### config.mk
export PLATFORM = sky130hd
export DESIGN_NAME = cd_mode1_raw_sector_formatter_unit
export DESIGN_NICKNAME = d
export VERILOG_FILES = /design/src/sv/cdrsf_pkg.sv /design/src/sv/cdrsf_cfg.sv /design/src/sv/cdrsf_msf.sv /design/src/sv/cdrsf_layout.sv /design/src/sv/cd_mode1_raw_sector_formatter_unit.sv
export SDC_FILE = /design/constraint.sdc
export NUM_CORES = 1
export LEC_CHECK = 0
export ABC_AREA = 1
export BUFFER_PORTS_ARGS = -buffer_cell sky130_fd_sc_hd__buf_2
export CAP_MARGIN = 0
export CORE_ASPECT_RATIO = 1.25
export CORE_MARGIN = 3
export CORE_UTILIZATION = 30
export CTS_CLUSTER_DIAMETER = 80
export DETAILED_ROUTE_END_ITERATION = 8
export PLACE_DENSITY_LB_ADDON = 0.25
export RECOVER_POWER = 50
export SLEW_MARGIN = 10
export SYNTH_ARGS = -nofsm -noshare
export SYNTH_HDL_FRONTEND = slang
export SYNTH_SLANG_ARGS = --single-unit
### constraint.sdc
create_clock -name i_clk -period 6.6 [get_ports i_clk]
set_input_delay 0.33 -clock i_clk [delete_from_list [all_inputs] [get_ports i_clk]]
set_output_delay 0.33 -clock i_clk [all_outputs]
set_load 0.02 [all_outputs]
### src/sv/cdrsf_pkg.sv
// Shared types and constants for the raw Mode 1 CD sector formatter.
// No dependencies; used by every cdrsf_* module and the top level.
`timescale 1ns / 1ps

package cdrsf_pkg;

    // Configuration register indexes
    localparam logic [1:0] CFG_AREA_MASK     = 2'd0;
    localparam logic [1:0] CFG_START_BLOCK   = 2'd1;
    localparam logic [1:0] CFG_FORMAT_ENABLE = 2'd2;

    localparam int CFG_DATA_W = 19;

    // Action codes carried in tuser of the input stream
    localparam logic ACT_RESTART = 1'b0;
    localparam logic ACT_READ    = 1'b1;

    // Area mask bit positions
    localparam int MASK_SYNC   = 7;
    localparam int MASK_HEADER = 5;
    localparam int MASK_USER   = 4;
    localparam int MASK_AUX    = 3;
    localparam int MASK_EFLAG  = 1;
    localparam int MASK_SUBCH  = 0;

    // Area lengths in bytes
    localparam logic [11:0] LEN_SYNC   = 12'd12;
    localparam logic [11:0] LEN_HEADER = 12'd4;
    localparam logic [11:0] LEN_USER   = 12'd2048;
    localparam logic [11:0] LEN_AUX    = 12'd288;
    localparam logic [11:0] LEN_EFLAG  = 12'd294;
    localparam logic [11:0] LEN_SUBCH  = 12'd96;
    localparam logic [11:0] LEN_SECTOR = 12'd2742;

    localparam logic [19:0] LEAD_IN_BLOCKS = 20'd150;

    // Reciprocal constants: x/75 for x < 2^20, q/60 for q < 2^13
    localparam logic [19:0] RECIP_75       = 20'd894785;
    localparam int          RECIP_75_SHIFT = 26;
    localparam logic [13:0] RECIP_60       = 14'd8739;
    localparam int          RECIP_60_SHIFT = 19;

    localparam logic [6:0] FRAMES_PER_SEC = 7'd75;
    localparam logic [5:0] SECS_PER_MIN   = 6'd60;

    localparam logic [15:0] WORD_SYNC_HEAD = 16'h00FF;
    localparam logic [15:0] WORD_SYNC_TAIL = 16'hFF00;
    localparam logic [15:0] WORD_ONES      = 16'hFFFF;
    localparam logic [7:0]  HEADER_MODE    = 8'h01;

    typedef struct packed {
        logic [7:0]  area_mask;
        logic        format_enable;
        logic [19:0] start_x;     // start_block + lead-in
        logic [12:0] start_q75;   // start_x / 75
    } t_cfg;

    typedef struct packed {
        logic [7:0] minute;
        logic [5:0] second;
        logic [6:0] frame;
    } t_msf;

    typedef struct packed {
        logic [15:0] data_word;
        logic        user_taken;
        logic        block_end;
    } t_result;

endpackage

### src/sv/cdrsf_cfg.sv
// Configuration register file: area mask, start block, format enable.
// Start block is stored pre-split as (block+150) and its quotient by 75.
`timescale 1ns / 1ps

module cdrsf_cfg (
    input  logic                           i_clk,
    input  logic                           i_rst_n,
    input  logic                           i_cfg_we,
    input  logic [1:0]                     i_cfg_index,
    input  logic [cdrsf_pkg::CFG_DATA_W-1:0] i_cfg_wdata,
    output cdrsf_pkg::t_cfg                o_cfg
);

    cdrsf_pkg::t_cfg r_cfg;
    logic [19:0]     wr_x;
    logic [39:0]     wr_prod;

    assign wr_x    = {1'b0, i_cfg_wdata} + cdrsf_pkg::LEAD_IN_BLOCKS;
    assign wr_prod = wr_x * cdrsf_pkg::RECIP_75;

    always_ff @(posedge i_clk) begin
        if (!i_rst_n) begin
            r_cfg.area_mask     <= '0;
            r_cfg.format_enable <= 1'b0;
            r_cfg.start_x       <= cdrsf_pkg::LEAD_IN_BLOCKS;
            r_cfg.start_q75     <= 13'd2;
        end else if (i_cfg_we) begin
            unique case (i_cfg_index)
                cdrsf_pkg::CFG_AREA_MASK: begin
                    r_cfg.area_mask <= i_cfg_wdata[7:0];
                end
                cdrsf_pkg::CFG_START_BLOCK: begin
                    r_cfg.start_x   <= wr_x;
                    r_cfg.start_q75 <= wr_prod[cdrsf_pkg::RECIP_75_SHIFT +: 13];
                end
                cdrsf_pkg::CFG_FORMAT_ENABLE: begin
                    r_cfg.format_enable <= i_cfg_wdata[0];
                end
                default: ;
            endcase
        end
    end

    assign o_cfg = r_cfg;

    assert property (@(posedge i_clk) disable iff (!i_rst_n)
        r_cfg.start_q75 <= 13'd6992)
        else $error("start quotient out of range");

endmodule

### src/sv/cdrsf_msf.sv
// Block address counter held as minute/second/frame.
// Loads from the pre-split start address on restart; steps on sector wrap.
`timescale 1ns / 1ps

module cdrsf_msf (
    input  logic            i_clk,
    input  logic            i_rst_n,
    input  cdrsf_pkg::t_cfg i_cfg,
    input  logic            i_restart,
    input  logic            i_advance,
    output cdrsf_pkg::t_msf o_msf
);

    cdrsf_pkg::t_msf r_msf;
    cdrsf_pkg::t_msf n_msf;
    cdrsf_pkg::t_msf ld_msf;
    logic [19:0]     q75_x75;
    logic [19:0]     frame_full;
    logic [26:0]     min_prod;
    logic [7:0]      ld_minute;
    logic [12:0]     min_x60;
    logic [12:0]     sec_full;

    // frame = x - 75*q ; 75 = 64 + 8 + 2 + 1
    assign q75_x75    = ({7'd0, i_cfg.start_q75} << 6) + ({7'd0, i_cfg.start_q75} << 3)
                      + ({7'd0, i_cfg.start_q75} << 1) + {7'd0, i_cfg.start_q75};
    assign frame_full = i_cfg.start_x - q75_x75;

    assign min_prod  = i_cfg.start_q75 * cdrsf_pkg::RECIP_60;
    assign ld_minute = min_prod[cdrsf_pkg::RECIP_60_SHIFT +: 8];
    // second = q - 60*minute ; 60 = 64 - 4
    assign min_x60   = ({5'd0, ld_minute} << 6) - ({5'd0, ld_minute} << 2);
    assign sec_full  = i_cfg.start_q75 - min_x60;

    always_comb begin
        ld_msf.minute = ld_minute;
        ld_msf.second = sec_full[5:0];
        ld_msf.frame  = frame_full[6:0];

        n_msf = r_msf;
        if (i_restart) begin
            n_msf = ld_msf;
        end else if (i_advance) begin
            if (r_msf.frame + 7'd1 >= cdrsf_pkg::FRAMES_PER_SEC) begin
                n_msf.frame = '0;
                if (r_msf.second + 6'd1 >= cdrsf_pkg::SECS_PER_MIN) begin
                    n_msf.second = '0;
                    n_msf.minute = r_msf.minute + 8'd1;
                end else begin
                    n_msf.second = r_msf.second + 6'd1;
                end
            end else begin
                n_msf.frame = r_msf.frame + 7'd1;
            end
        end
    end

    always_ff @(posedge i_clk) begin
        if (!i_rst_n) begin
            r_msf.minute <= 8'd0;
            r_msf.second <= 6'd2;
            r_msf.frame  <= 7'd0;
        end else begin
            r_msf <= n_msf;
        end
    end

    assign o_msf = r_msf;

    assert property (@(posedge i_clk) disable iff (!i_rst_n)
        r_msf.frame < cdrsf_pkg::FRAMES_PER_SEC && r_msf.second < cdrsf_pkg::SECS_PER_MIN)
        else $error("msf field out of range");

    assert property (@(posedge i_clk) disable iff (!i_rst_n)
        i_restart |=> r_msf.frame == $past(ld_msf.frame))
        else $error("restart did not load frame");

endmodule

### src/sv/cdrsf_layout.sv
// Sector layout decode: byte offset register, area selection and word build.
// Depends on cdrsf_pkg; drives the block advance strobe of cdrsf_msf.
`timescale 1ns / 1ps

module cdrsf_layout (
    input  logic              i_clk,
    input  logic              i_rst_n,
    input  cdrsf_pkg::t_cfg   i_cfg,
    input  cdrsf_pkg::t_msf   i_msf,
    input  logic              i_step,
    input  logic              i_action,
    input  logic [15:0]       i_user_word,
    output cdrsf_pkg::t_result o_result,
    output logic              o_advance
);

    logic [11:0] r_offset;
    logic [11:0] n_offset;
    logic [11:0] stop_sync, stop_hdr, stop_usr, stop_aux, stop_ef, stop_sub;
    logic [12:0] off_inc;
    logic        wrap;
    logic        fmt_read;
    logic        in_sync, in_hdr, in_usr, in_zero;
    logic [11:0] hdr_rel;
    logic [7:0]  m;

    assign m = i_cfg.area_mask;

    assign stop_sync = m[cdrsf_pkg::MASK_SYNC]   ? cdrsf_pkg::LEN_SYNC : 12'd0;
    assign stop_hdr  = stop_sync + (m[cdrsf_pkg::MASK_HEADER] ? cdrsf_pkg::LEN_HEADER : 12'd0);
    assign stop_usr  = stop_hdr  + (m[cdrsf_pkg::MASK_USER]   ? cdrsf_pkg::LEN_USER   : 12'd0);
    assign stop_aux  = stop_usr  + (m[cdrsf_pkg::MASK_AUX]    ? cdrsf_pkg::LEN_AUX    : 12'd0);
    assign stop_ef   = stop_aux  + (m[cdrsf_pkg::MASK_EFLAG]  ? cdrsf_pkg::LEN_EFLAG  : 12'd0);
    assign stop_sub  = stop_ef   + (m[cdrsf_pkg::MASK_SUBCH]  ? cdrsf_pkg::LEN_SUBCH  : 12'd0);

    // Disabled areas have start == stop, so the range test alone gates them.
    assign in_sync = r_offset < stop_sync;
    assign in_hdr  = r_offset >= stop_sync && r_offset < stop_hdr;
    assign in_usr  = r_offset >= stop_hdr  && r_offset < stop_usr;
    assign in_zero = r_offset >= stop_usr  && r_offset < stop_sub;
    assign hdr_rel = r_offset - stop_sync;

    assign fmt_read = (i_action == cdrsf_pkg::ACT_READ) && i_cfg.format_enable;
    assign off_inc  = {1'b0, r_offset} + 13'd2;
    assign wrap     = off_inc >= {1'b0, stop_sub};

    always_comb begin
        o_result = '0;
        if (i_action == cdrsf_pkg::ACT_READ) begin
            if (!i_cfg.format_enable) begin
                o_result.data_word  = i_user_word;
                o_result.user_taken = 1'b1;
            end else begin
                o_result.data_word = cdrsf_pkg::WORD_ONES;
                if (in_sync) begin
                    if (r_offset == 12'd0) begin
                        o_result.data_word = cdrsf_pkg::WORD_SYNC_HEAD;
                    end else if (r_offset == 12'd10) begin
                        o_result.data_word = cdrsf_pkg::WORD_SYNC_TAIL;
                    end
                end else if (in_hdr) begin
                    o_result.data_word = (hdr_rel == 12'd0)
                        ? {i_msf.minute, 2'b00, i_msf.second}
                        : {1'b0, i_msf.frame, cdrsf_pkg::HEADER_MODE};
                end else if (in_usr) begin
                    o_result.data_word  = i_user_word;
                    o_result.user_taken = 1'b1;
                end else if (in_zero) begin
                    o_result.data_word = '0;
                end
                o_result.block_end = (stop_sub != 12'd0) && wrap;
            end
        end
    end

    assign o_advance = i_step && fmt_read && (stop_sub != 12'd0) && wrap;

    always_comb begin
        n_offset = r_offset;
        if (i_step) begin
            if (i_action == cdrsf_pkg::ACT_RESTART) begin
                n_offset = '0;
            end else if (fmt_read && stop_sub != 12'd0) begin
                n_offset = wrap ? 12'd0 : off_inc[11:0];
            end
        end
    end

    always_ff @(posedge i_clk) begin
        if (!i_rst_n) begin
            r_offset <= '0;
        end else begin
            r_offset <= n_offset;
        end
    end

    assert property (@(posedge i_clk) disable iff (!i_rst_n)
        r_offset < cdrsf_pkg::LEN_SECTOR && !r_offset[0])
        else $error("byte offset out of range or odd");

endmodule

### src/sv/cd_mode1_raw_sector_formatter_unit.sv
// Top level of the raw Mode 1 CD sector formatter.
// Uses cdrsf_pkg, cdrsf_cfg, cdrsf_msf and cdrsf_layout.
//
// Usage:
//  - Input stream (s_axis): one beat per host word request. tuser carries the
//    action (0 restart at the start block, 1 read one word), tdata the next
//    user word from the sector source.
//  - Output stream (m_axis): exactly one beat per input beat. tdata is the
//    host word (first byte in the high half), tuser says the user word was
//    consumed, tlast marks the word that completes a sector.
//  - Configuration: write enable, index (0 area mask, 1 start block,
//    2 format enable) and data; to be written while the block is idle.
//  - An accepted beat is held in the input register, its result in the output
//    register until taken. Throughput is one beat per cycle without stalls;
//    the only loop is the byte offset and block address registers.
//  - A restart loads the address from a quotient computed at the start
//    block write, so a restart may directly follow that write.
//  - Reset (synchronous, active low) clears the config, sets offset 0 and
//    address 00:02:00, and empties the pipeline.
//  - When the receiver stalls, the result is held and one more input beat is
//    taken into the input register; tready then drops until the stall ends.
`timescale 1ns / 1ps

module cd_mode1_raw_sector_formatter_unit (
    input  logic        i_clk,
    input  logic        i_rst_n,
    input  logic        i_s_axis_tvalid,
    output logic        o_s_axis_tready,
    input  logic [15:0] i_s_axis_tdata,   // [15:0] user_word
    input  logic        i_s_axis_tuser,   // [0] action
    output logic        o_m_axis_tvalid,
    input  logic        i_m_axis_tready,
    output logic [15:0] o_m_axis_tdata,   // [15:0] data_word
    output logic        o_m_axis_tuser,   // [0] user_taken
    output logic        o_m_axis_tlast,
    input  logic        i_cfg_we,
    input  logic [1:0]  i_cfg_index,
    input  logic [cdrsf_pkg::CFG_DATA_W-1:0] i_cfg_wdata
);

    cdrsf_pkg::t_cfg    cfg;
    cdrsf_pkg::t_msf    msf;
    cdrsf_pkg::t_result res;
    logic               advance;

    logic               r_s1_valid;
    logic               r_s1_action;
    logic [15:0]        r_s1_user;
    logic               r_out_valid;
    cdrsf_pkg::t_result r_out;

    logic s1_adv;
    logic in_beat;
    logic step;

    assign s1_adv          = !r_out_valid || i_m_axis_tready;
    assign o_s_axis_tready = !r_s1_valid || s1_adv;
    assign in_beat         = i_s_axis_tvalid && o_s_axis_tready;
    assign step            = r_s1_valid && s1_adv;

    cdrsf_cfg u_cfg (
        .i_clk       (i_clk),
        .i_rst_n     (i_rst_n),
        .i_cfg_we    (i_cfg_we),
        .i_cfg_index (i_cfg_index),
        .i_cfg_wdata (i_cfg_wdata),
        .o_cfg       (cfg)
    );

    cdrsf_msf u_msf (
        .i_clk     (i_clk),
        .i_rst_n   (i_rst_n),
        .i_cfg     (cfg),
        .i_restart (step && r_s1_action == cdrsf_pkg::ACT_RESTART),
        .i_advance (advance),
        .o_msf     (msf)
    );

    cdrsf_layout u_layout (
        .i_clk       (i_clk),
        .i_rst_n     (i_rst_n),
        .i_cfg       (cfg),
        .i_msf       (msf),
        .i_step      (step),
        .i_action    (r_s1_action),
        .i_user_word (r_s1_user),
        .o_result    (res),
        .o_advance   (advance)
    );

    always_ff @(posedge i_clk) begin
        if (!i_rst_n) begin
            r_s1_valid  <= 1'b0;
            r_out_valid <= 1'b0;
        end else begin
            if (in_beat) begin
                r_s1_valid <= 1'b1;
            end else if (s1_adv) begin
                r_s1_valid <= 1'b0;
            end
            if (s1_adv) begin
                r_out_valid <= r_s1_valid;
            end
        end
        if (in_beat) begin
            r_s1_action <= i_s_axis_tuser;
            r_s1_user   <= i_s_axis_tdata;
        end
        if (step) begin
            r_out <= res;
        end
    end

    assign o_m_axis_tvalid = r_out_valid;
    assign o_m_axis_tdata  = r_out.data_word;
    assign o_m_axis_tuser  = r_out.user_taken;
    assign o_m_axis_tlast  = r_out.block_end;

    assert property (@(posedge i_clk) disable iff (!i_rst_n)
        r_s1_valid && !s1_adv |=> r_s1_valid)
        else $error("held input beat was dropped");

    assert property (@(posedge i_clk) disable iff (!i_rst_n)
        !o_s_axis_tready |-> r_s1_valid && r_out_valid)
        else $error("tready low with free stage");

    assert property (@(posedge i_clk) disable iff (!i_rst_n)
        step |=> r_out_valid)
        else $error("processed beat produced no result");

    assert property (@(posedge i_clk) disable iff (!i_rst_n)
        advance |-> step && res.block_end)
        else $error("block advance without sector end");

endmodule

* Yosys cells after proc, flatten, opt, wreduce, memory -nomap -nowiden
Index checks and enable logic that the tools add are counted.
Word-level totals: logic and storage cells 108, output and inout port bits 20, register bits 99, input bits 43
Cells by class: bitwise gates (word level) 1, equal/unequal tests 4, magnitude comparators 10, add/subtract/negate cells 17, reduce and logical (&&, ||, !) cells 31, mux-type cells 28, multipliers 2
Operators with widths (count):
- $mux 16 | 6
- $add 12x12->12 | 5
- $lt 12x12->1 | 4
- $mux 12 | 4
- $mux 21 | 2
- $mul 20x20->39 const B | 1
- $ge 12x12->1 | 3
- $mul 13x14->27 const B | 1
- $logic_not 12->1 | 2
- $add 7x7->7 | 3
- $add 19x8->20 const B | 1
- $mux 9 | 2
- $mux 17 | 1
- $mux 8 | 2
- $mux 14 | 1
- $mux 7 | 2
- $add 12x2->13 const B | 1
- $ge 13x12->1 | 1
- $eq 12x4->1 const B | 1
- $logic_and 1x1->1 | 12
- $reduce_and 2->1 | 6
- $reduce_bool 12->1 | 1
- $sub 12x12->12 | 1
- $add 8x1->8 const B | 1
- other kinds (20) | 29

* Depth between registers and ports, before layout
depth in word-level cells 13, mapped depth 41, gate-level depth less buffers 40

* Modules after synthesis
A second synthesis with hierarchy kept.
Second synthesis, totals: cells, all modules 2257, area, all modules 16838.6 um^2
By module, submodules not included:
- cdrsf_cfg | times used 1, area each 8515.7 um^2, sequential area each 840.8 um^2, cells each 1072
- cdrsf_msf | times used 1, area each 4416.7 um^2, sequential area each 420.4 um^2, cells each 660
- cdrsf_layout | times used 1, area each 2753.9 um^2, sequential area each 220.2 um^2, cells each 475
- cd_mode1_raw_sector_formatter_unit | times used 1, area each 1152.4 um^2, sequential area each 1091.0 um^2, cells each 50

* Worst setup path after synthesis
OpenSTA, ideal clock, no wires.
path kind input to register, from input i_cfg_wdata[1] (netlist bit), to register u_cfg.r_cfg (netlist bit u_cfg.o_cfg[10]), stages 32, data required time 6.491 ns, data arrival time 6.700 ns, path buffers 0, setup time 0.109 ns, path slack -0.209 ns, cells stage by stage inv_1 ha_1 o21ai_2 nand3_1 a21oi_2 nand4_1 nor2_1 nand3_1 xor2_1 inv_1 ha_1 fa_1 inv_1 fa_1 inv_1 fa_1 inv_1 fa_1 inv_1 ha_1 ha_1 ha_1 a21oi_1 o21ai_0 a21oi_1 o221ai_1 a21oi_1 inv_1 nand2_1 nand3_1 nand2_1 inv_1
Between the ends: longest elaborated chain between the ends 2
RTL lines:
- start, declared | line cd_mode1_raw_sector_formatter_unit.sv:38 | input logic [cdrsf_pkg::CFG_DATA_W-1:0] i_cfg_wdata
- $add 19x8->20 | line cdrsf_cfg.sv:18 | assign wr_x = {1'b0, i_cfg_wdata} + cdrsf_pkg::LEAD_IN_BLOCKS;
- $mul 20x20->39 | line cdrsf_cfg.sv:19 | assign wr_prod = wr_x * cdrsf_pkg::RECIP_75;
- end, declared | line cdrsf_cfg.sv:14 | cdrsf_pkg::t_cfg r_cfg;
Every way passes these cells. A chain may end at the register's enable or synchronous reset.

* Worst setup path after layout
Same ends and word-level chain as after synthesis.

==> impl_metrics.tcl <==
set metrics [dict create \
    status "finished, violations left" \
    violations "max-capacitance violations, max-slew violations" \
    synthTopCellsByArea "ha_1 23%, fa_1 18%, inv_1 11%, dfxtp_1 7.9%, nand2_1 7.2%" \
    port_buffers 62 \
    syn-num-nets 2467 \
    gp_congestion 0.887 \
    fp.dieW_microns 210 \
    row_count 92 \
    critPathCaptureType "flop" \
    yosys_warnings 0 \
    core_sq_um 50800 \
    yosysTopAreaCell "ha_1" \
    cts.path.max_buffers 2 \
    ys_seq_area_frac 0.146 \
    antenna_found_initial 0 \
    syn_avg_cell_area_sq_um 7.77 \
    detail_route.iter0.violations 532 \
    vias 13300 \
    n_antenna_cell 0 \
    async_flop_share 0 \
    stdcell_count 2851 \
    max_slew.worst_pin.slew_ns 1.72 \
    viasPerCell 4.65 \
    groute.usage.overall 0.153 \
    synth_seq_cells 96 \
    skew_ns 0.0131 \
    ant_nets 0 \
    wl_per_cell_microns 14.7 \
    synth_edf_count 35 \
    drt-total-wl_microns 42000 \
    maxSlewViolCount 36 \
    crit_required_ns 6.87 \
    dieArea_sq_um 54600 \
    grt_overflow 0 \
    syn_inst 1999 \
    synthDominantCellAreaShare 0.230 \
    crit_slowest_cell "fa_1" \
    synth_cell_types 55 \
    area_growth_pct 18.6 \
    critical_path_class "primary input to flop" \
    path_delay_family "adder cells" \
    slowest_delay_ns 0.55 \
    cts.sinks 96 \
    timing.final.crit_share 0.957 \
    htree_levels 3 \
    cts_made_buffers 9 \
    hold_violations 0 \
    yosys_most_used_dff "dfxtp_1" \
    crit_arrival_ns 6.59 \
    setup_viol 0 \
    start_util 0.306 \
    fin_nets 2656 \
    die_h_microns 260 \
    grt_max_degree 36 \
    insertion_delay_ns 0.37 \
    post-dp-hpwl_microns 36200 \
    fmax_ghz 0.158 \
    syn_area_sq_um 15500 \
    dp.cells 2826 \
    cts_root_buf "clkbuf_16" \
    grt_pass1_wl_microns 67800 \
    holdBufCountCts 0 \
    worst_setup_path_start_kind "primary input" \
    path_buf_inv 10 \
    nFillCells 5279 \
    grt_pass1_vias 13600 \
    finalCriticalPeriod_ns 6.32 \
    drive_above_1_share 0.150 \
    slew_headroom -0.145 \
    critical_path.max_fanout 4 \
    cts_tree "done" \
    clkTransAtPathRegs_ns 0.08 \
    route.detailed.drc 0 \
    hp-class "primary input to flop" \
    pin_count 63 \
    first_pass_iters 5 \
    drv_cap 1 \
]
[cell type report]
| cell class | instances | area (sq um) | share of cell area |
|---|---|---|---|
| multi-input combinational | 1403 | 11900 | 0.645 |
| sequential | 96 | 2270 | 0.123 |
| inverter | 477 | 1790 | 0.0972 |
| timing repair buffer | 201 | 1340 | 0.0726 |
| tap | 658 | 823 | 0.0447 |
| clock buffer | 10 | 239 | 0.0130 |
| clock inverter | 6 | 72.6 | 0.00394 |
[final timing paths]
path / startpoint / end / slack [ns] / depth (start not counted)
max: i_cfg_wdata[1] / u_cfg.o_cfg[10]$_SDFFE_PN0P_ / 0.28 / 33
min reg2reg: u_cfg.o_cfg[17]$_SDFFE_PN1P_ / u_cfg.o_cfg[17]$_SDFFE_PN1P_ / 0.48 / 2
min: i_s_axis_tdata[7] / r_s1_user[7]$_DFFE_PP_ / 0.13 / 1
max reg2reg: u_cfg.o_cfg[5]$_SDFFE_PN0P_ / u_msf.o_msf[12]$_SDFFE_PN0P_ / 1.30 / 30
[kinds of logic (layout without fill, tap and decap cells)]
logic type                 after synthesis  count (layout)  share of synthesized area
AOI/OAI and AO/OA                      330             330                      0.120
xor gates and xnor gates                64              64                     0.0361
adders and majority gates              425             425                      0.410
buffers and inverters                  500             694                      0.122
DFF                                     96              96                      0.146
and+or+nand+nor                        584             584                      0.166
[routing by layer]
metal / vias to the layer above / GRT usage / share of wire
li1: 6776 / - / -
met1: 6301 / 0.181 / 0.43
met2: 143 / 0.291 / 0.53
met3: 44 / 0.0138 / 0.019
met4: 0 / 0.0434 / 0.025
met5: - / 0 / 0
[Yosys cell counts, drive strengths merged (21+ instances only)]
cell,count
nand3,69
nor3,33
dfxtp,61
nand2,307
o21ai,119
nor2,132
xor2,43
ha,286
fa,139
edfxtp,35
inv,474
a21oi,137
xnor2,21
[cell usage in the layout (no fill, tap or decap), types with 8 or more instances in the layout]
cell type,count
a21oi_1,119
a21oi_2,17
a31oi_1,15
buf_2,42
buf_4,137
clkbuf_1,21
clkbuf_16,9
dfxtp_1,61
edfxtp_1,35
fa_1,139
ha_1,267
ha_4,18
inv_1,468
nand2_1,286
nand2_2,18
nand3_1,62
nand4_1,16
nor2_1,112
nor2_2,14
nor3_1,23
nor3_2,9
o211ai_1,8
o21ai_0,103
o21ai_1,8
o21bai_1,12
xnor2_1,21
xor2_1,38
[stage by stage]
stage / setup slack (ns) / util / hold slack [ns] / instance area [sq um] / setup TNS [ns]
floorplan: -0.00290 / - / 0.429 / 15500 / -0.00290
global route: -0.0527 / 0.363 / 0.120 / 18400 / -0.246
CTS: -0.0132 / 0.353 / 0.123 / 17900 / -0.0242
finish: 0.282 / 0.363 / 0.134 / 18400 / 0
detailed placement: -0.569 / 0.346 / 0.471 / 17600 / -5.80
global placement: -0.494 / 0.346 / 0.463 / 17600 / -4.95
[flip-flops by register name, summed over array words and instances (netlist names)]
signal and flops:
u_cfg.o_cfg 27, u_msf.o_msf 21, o_m_axis_tdata 16, r_s1_user 16, u_layout.r_offset 11, o_m_axis_tlast 1, o_m_axis_tuser 1, o_m_axis_tvalid 1
r_s1_action 1, r_s1_valid 1
[repair_timing]
item                                    4_1_cts  5_1_grt
gates resized for setup                       7       95
cloned                                        0        0
endpoints found under the setup margin       11       13
setup buffers                                 2        7
pin swaps                                     2       25
Power is left out: the tool's default activity adds up to more than one toggle a clock period on the data nets, which glitch-free logic cannot reach.
